File: src/nbbc_pkg.sv
// Shared constants for the naive Bayes classifier: score format and log2 unit sizes.
package nbbc_pkg;

    // Score format: signed, 16 fractional bits
    localparam int SCORE_W   = 26;
    localparam int FRAC_BITS = 16;

    // log2 mantissa, 1.31 fixed point
    localparam int MANT_W = 32;

    // log2(1e-7) in Q.16, rounded to nearest
    localparam int LOG2_FLOOR = -1523941;

    localparam logic signed [SCORE_W-1:0] SCORE_MIN = {1'b1, {(SCORE_W-1){1'b0}}};
    localparam logic signed [SCORE_W-1:0] SCORE_MAX = {1'b0, {(SCORE_W-1){1'b1}}};

endpackage

File: src/nbbc_log2.sv
// Iterative log2 unit: bit-serial normalize, then one squaring per fraction bit.
module nbbc_log2 #(
    parameter int XW = 17,
    localparam int NW = (XW > nbbc_pkg::MANT_W) ? XW : nbbc_pkg::MANT_W,
    localparam int LW = $clog2(NW) + nbbc_pkg::FRAC_BITS
) (
    input  logic          aclk,
    input  logic          aresetn,
    input  logic          start,
    input  logic [XW-1:0] x,
    output logic          busy,
    output logic          done,
    output logic [LW-1:0] result
);
    import nbbc_pkg::*;

    localparam int EW = $clog2(NW);
    localparam int IW = $clog2(FRAC_BITS);

    localparam logic [1:0] L_IDLE = 2'd0;
    localparam logic [1:0] L_NORM = 2'd1;
    localparam logic [1:0] L_MUL  = 2'd2;
    localparam logic [1:0] L_SQ   = 2'd3;

    logic [1:0]            st_reg,   st_next;
    logic                  done_reg, done_next;
    logic [NW-1:0]         norm_reg, norm_next;
    logic [EW-1:0]         exp_reg,  exp_next;
    logic [MANT_W-1:0]     mant_reg, mant_next;
    logic [2*MANT_W-1:0]   prod_reg, prod_next;
    logic [FRAC_BITS-1:0]  frac_reg, frac_next;
    logic [IW-1:0]         it_reg,   it_next;
    logic [MANT_W:0]       sq;

    // square >> 31, back in 1.31 (with one extra integer bit)
    assign sq = prod_reg[2*MANT_W-1:MANT_W-1];

    always_comb begin
        st_next   = st_reg;
        done_next = 1'b0;
        norm_next = norm_reg;
        exp_next  = exp_reg;
        mant_next = mant_reg;
        prod_next = prod_reg;
        frac_next = frac_reg;
        it_next   = it_reg;
        unique case (st_reg)
            L_IDLE: begin
                if (start) begin
                    norm_next = NW'(x);
                    exp_next  = EW'(NW - 1);
                    frac_next = '0;
                    st_next   = L_NORM;
                end
            end
            L_NORM: begin
                if (norm_reg[NW-1] || exp_reg == '0) begin
                    mant_next = norm_reg[NW-1 -: MANT_W];
                    it_next   = IW'(FRAC_BITS - 1);
                    st_next   = L_MUL;
                end else begin
                    norm_next = norm_reg << 1;
                    exp_next  = exp_reg - 1'b1;
                end
            end
            L_MUL: begin
                prod_next = mant_reg * mant_reg;
                st_next   = L_SQ;
            end
            L_SQ: begin
                if (sq[MANT_W]) begin
                    mant_next = sq[MANT_W:1];
                    frac_next = {frac_reg[FRAC_BITS-2:0], 1'b1};
                end else begin
                    mant_next = sq[MANT_W-1:0];
                    frac_next = {frac_reg[FRAC_BITS-2:0], 1'b0};
                end
                if (it_reg == '0) begin
                    done_next = 1'b1;
                    st_next   = L_IDLE;
                end else begin
                    it_next = it_reg - 1'b1;
                    st_next = L_MUL;
                end
            end
            default: st_next = L_IDLE;
        endcase
    end

    always_ff @(posedge aclk) begin
        if (!aresetn) begin
            st_reg   <= L_IDLE;
            done_reg <= 1'b0;
        end else begin
            st_reg   <= st_next;
            done_reg <= done_next;
        end
    end

    always_ff @(posedge aclk) begin
        norm_reg <= norm_next;
        exp_reg  <= exp_next;
        mant_reg <= mant_next;
        prod_reg <= prod_next;
        frac_reg <= frac_next;
        it_reg   <= it_next;
    end

    assign busy   = (st_reg != L_IDLE);
    assign done   = done_reg;
    assign result = {exp_reg, frac_reg};

endmodule

File: config.mk
export PLATFORM = sky130hd
export DESIGN_NAME = nbbc_log2
export DESIGN_NICKNAME = d
export VERILOG_FILES = /design/src/nbbc_pkg.sv /design/src/nbbc_log2.sv
export SDC_FILE = /design/constraint.sdc
export NUM_CORES = 2
export LEC_CHECK = 0
export ABC_AREA = 0
export ABC_CLOCK_PERIOD_IN_PS = 19500
export BUFFER_PORTS_ARGS = -buffer_cell sky130_fd_sc_hd__buf_4
export CELL_PAD_IN_SITES_DETAIL_PLACEMENT = 0
export CELL_PAD_IN_SITES_GLOBAL_PLACEMENT = 1
export CORE_ASPECT_RATIO = 1.75
export CORE_MARGIN = 3
export CORE_UTILIZATION = 50
export DETAILED_ROUTE_END_ITERATION = 12
export GPL_ROUTABILITY_DRIVEN = 0
export PLACE_DENSITY = 0.79
export SKIP_LAST_GASP = 1
export SYNTH_ARGS = -nofsm -noshare
export SYNTH_HDL_FRONTEND = slang
export SYNTH_SLANG_ARGS = --single-unit
File: constraint.sdc
create_clock -name aclk -period 19.5 [get_ports aclk]
set_input_delay 3.9 -clock aclk [delete_from_list [all_inputs] [get_ports aclk]]
set_output_delay 3.9 -clock aclk [all_outputs]
set_load 0.01 [all_outputs]
==> qor_table.md <==
| Result | This run | Unit |
| --- | --- | --- |
| Share of async-settable or async-resettable flops after synthesis | 0 | % |
| Number of flip-flops in the largest register | 33 | - |
| CTS tree | built | - |
| Total negative slack for setup checks | 0 | ns |
| Top flip-flop cell by instance count after synthesis | sky130_fd_sc_hd__edfxtp_1 | - |
| Worst max-slew margin expressed relative to the limit | 29.0 | % |
| Core footprint | 0.0666 | sq mm |
| Inst Count DP | 4250 | - |
| Adder and majority gate portion of the synthesized area | 58.0 | % |
| Share of the clock period used by the worst path after layout | 45.9 | % |
| Crit path DAT | 9.11 | ns |
| Worst hold path depth | 1 | - |
| Non-filler instance count after layout | 4285 | - |
| Area of the die | 0.0709 | sq mm |
| Post-cts gate resize count | 0 | - |
| Vias per inst | 5.36 | - |
| Total wire length after detailed routing | 95100 | um |
| IO Count | 43 | - |
| Total nets after synthesis | 4525 | - |
| Gr usage total | 27.9 | % |
| Transition time at the pin with the least slew margin | 1.06 | ns |
| Number of endpoints failing setup at the final stage | 0 | - |
| Effective utilization at floorplan | 50.8 | % |
| Worst-skew pair later-pin latency | 0.42 | ns |
| Top fanout value on the critical path | 26 | - |
| Synth Warn # | 0 | - |
| Layout-stage area growth over the synthesis result | 5.44 | % |
| Vias in the first global route | 26.8k | - |
| Synthesized flop and latch total | 125 | - |
| Critical Path End Type | register | - |
| Worst hold margin | 0.551 | ns |
| Share of the synthesized netlist area taken by xor and xnor gates | 2.10 | % |
| DR DRC count | 0 | - |
| Number of instances in the synthesized netlist | 3413 | - |
| Vias | 23.0k | - |
| Commonest cells after routing, fill and taps aside | sky130_fd_sc_hd__inv_1, sky130_fd_sc_hd__fa_1, sky130_fd_sc_hd__ha_1 | - |
| Final setup skew | 0.0103 | ns |
| Min-delay worst type | reg -> reg | - |
| Fraction of synthesized area in multiplexers | 1.57 | % |
| Initial antenna violation count | 3 | - |
| Distinct cell type count after synthesis | 62 | - |
| Clock Tree Buf Depth | 2 | - |
| Setup bufs post-CTS | 0 | - |
| Total number of nets in the final design | 4492 | - |
| Clock-pin slew reported for the worst setup and hold paths after clock tree synthesis | 0.06 | ns |
| Final hold viol count | 0 | - |
| Type of the worst setup path | reg -> reg | - |
| Sink count of the clock tree | 125 | - |
| Number of max-slew violations in the final report | 0 | - |
| Average wire per cell in the routed design | 22.2 | um |
| Count of buffers inserted at the top-level ports | 42 | - |
| Worst Reg2Reg Path Length in Cells | 23 | - |
| Outcome | complete, no violations | - |
| Count of hold-fix buffers inserted at cts | 0 | - |
| Number of filler cells placed in the layout | 6186 | - |
| Placement row count | 125 | - |
| Dominant combinational cell family by area after synthesis | adder cells | - |
| Summed instance area of the synthesized netlist | 0.0338 | sq mm |
| Global-route wire length before repair | 147000 | um |
| Post-synthesis sequential area ratio | 11.0 | % |
| Share of post-route cells with drive strength above 1 | 4.63 | % |
| Number of H-tree levels | 4 | - |
| Detailed-routing iteration count for the pre-antenna-repair pass | 5 | - |
| Antenna viol nets, final | 0 | - |
| Overflow left after global routing | 0 | - |
| Area fraction in and, or, nand and nor cells after synthesis | 10.7 | % |
| HPWL after detailed placement | 75100 | um |
| Floorplan die height | 350 | um |
| Avg Inst Size Synth | 9.91 | sq um |
| Timing-limited maximum frequency | 112 | MHz |
| Pin count of the biggest net entering global routing | 72 | - |
| Commonest non-fill, non-tap cell in the layout | sky130_fd_sc_hd__inv_1 | - |
| Maximum Capacitance Violations | 0 | - |
| Initial DRC Count | 1059 | - |
| Unrepaired setup endpoints after global routing | no | - |
| Synthesized-area fraction occupied by ao, oa, aoi and oai cells | 4.31 | % |
| Worst endpoint required time | 19.66 | ns |
| Root Buffer Master | sky130_fd_sc_hd__clkbuf_16 | - |
| Die Span X | 203 | um |
| Post-synth EDFFs | 122 | - |
| Fin crit period | 8.95 | ns |
| Number of buffers created by CTS | 17 | - |
| Setup crit start kind | register | - |
## kinds of logic after synthesis
| family | Yosys count |
|---|---|
| adders and majority gates | 1092 |
| xor gates and xnor gates | 81 |
| AOI/OAI and AO/OA | 220 |
| buffers and inverters | 1108 |
| and+or+nand+nor | 736 |
| muxes | 51 |
| DFF | 125 |
## critical path, stage by stage, from the launching register on
cell and delay (ns):
sky130_fd_sc_hd__edfxtp_1 0.32, sky130_fd_sc_hd__buf_4 0.43, sky130_fd_sc_hd__clkinv_1 0.51, sky130_fd_sc_hd__nor2_1 0.40
sky130_fd_sc_hd__fa_1 0.50, sky130_fd_sc_hd__fa_1 0.55, sky130_fd_sc_hd__inv_1 0.05, sky130_fd_sc_hd__fa_1 0.47
sky130_fd_sc_hd__fa_1 0.55, sky130_fd_sc_hd__inv_1 0.05, sky130_fd_sc_hd__fa_1 0.55, sky130_fd_sc_hd__fa_1 0.43
sky130_fd_sc_hd__fa_1 0.51, sky130_fd_sc_hd__fa_1 0.41, sky130_fd_sc_hd__ha_1 0.38, sky130_fd_sc_hd__a21oi_1 0.29
sky130_fd_sc_hd__o21ai_0 0.21, sky130_fd_sc_hd__a311oi_1 0.83, sky130_fd_sc_hd__nor4_1 0.10, sky130_fd_sc_hd__a211oi_1 0.36
sky130_fd_sc_hd__o21ai_1 0.16, sky130_fd_sc_hd__o41a_1 0.41, sky130_fd_sc_hd__nor2_1 0.12, sky130_fd_sc_hd__xnor2_1 0.07
## per-stage QoR
stage / area, sq um / setup slack [ns] / utilization, %
2_1_floorplan: 33800 / 11.92 / -
3_3_place_gp: 35000 / 10.76 / 52.6
3_5_place_dp: 35000 / 10.74 / 52.6
4_1_cts: 35600 / 10.70 / 53.5
5_1_grt: 35600 / 10.18 / 53.5
6_report: 35700 / 10.55 / 53.5
## final timing paths
check	end	start	slack, ns
hold / removal	norm_reg[17]$_SDFFCE_PN0P_	norm_reg[16]$_DFFE_PP_	0.55
hold reg to reg	norm_reg[17]$_SDFFCE_PN0P_	norm_reg[16]$_DFFE_PP_	0.55
setup reg to reg	prod_reg[61]$_DFFE_PP_	mant_reg[16]$_DFFE_PP_	10.55
setup / recovery	prod_reg[61]$_DFFE_PP_	mant_reg[16]$_DFFE_PP_	10.55
## cells in the mapped netlist (4+ instances only)
cell,n,area [sq um]
sky130_fd_sc_hd__inv_1,973,3650
sky130_fd_sc_hd__fa_1,791,15800
sky130_fd_sc_hd__ha_1,301,3770
sky130_fd_sc_hd__nand2_1,286,1070
sky130_fd_sc_hd__and2_1,243,1520
sky130_fd_sc_hd__clkbuf_1,127,477
sky130_fd_sc_hd__edfxtp_1,122,3660
sky130_fd_sc_hd__nor2_1,95,357
sky130_fd_sc_hd__a21oi_1,92,460
sky130_fd_sc_hd__xnor2_1,45,394
sky130_fd_sc_hd__xor2_1,36,315
sky130_fd_sc_hd__and3_1,35,219
sky130_fd_sc_hd__mux2i_1,34,340
sky130_fd_sc_hd__a21o_1,31,233
sky130_fd_sc_hd__mux2_2,17,191
sky130_fd_sc_hd__o21ai_0,16,80.1
sky130_fd_sc_hd__nand3_1,14,70.1
sky130_fd_sc_hd__nor2b_1,14,87.6
sky130_fd_sc_hd__nand4_1,12,75.1
sky130_fd_sc_hd__a31o_2,11,96.3
sky130_fd_sc_hd__nor3_1,11,55.1
sky130_fd_sc_hd__o21ai_1,11,55.1
sky130_fd_sc_hd__a31oi_1,10,62.6
sky130_fd_sc_hd__o21bai_1,7,52.6
sky130_fd_sc_hd__or2_2,7,43.8
sky130_fd_sc_hd__nand2b_1,6,37.5
sky130_fd_sc_hd__buf_1,4,15.0
sky130_fd_sc_hd__nor4_1,4,25.0
sky130_fd_sc_hd__o21a_1,4,30.0
## layout make-up
| class | instances | area (sq um) | area share [%] |
|---|---|---|---|
| clock buffer | 18 | 429 | 1.20 |
| timing repair buffer | 81 | 608 | 1.71 |
| sequential | 125 | 3720 | 10.4 |
| clock inverter | 14 | 170 | 0.477 |
| multi-input combinational | 2180 | 25900 | 72.8 |
| antenna | 3 | 7.51 | 0.0211 |
| inverter | 975 | 3660 | 10.3 |
| tap | 889 | 1110 | 3.12 |
## routing by layer
layer	part of all wire (%)	GRT usage, %
met5	0	0
met3	4.0	3.05
met1	30	26.3
met4	8.7	18.4
met2	57	55.6
Power is left out: the tool's default activity adds up to more than one toggle a clock period on the data nets, which glitch-free logic cannot reach.
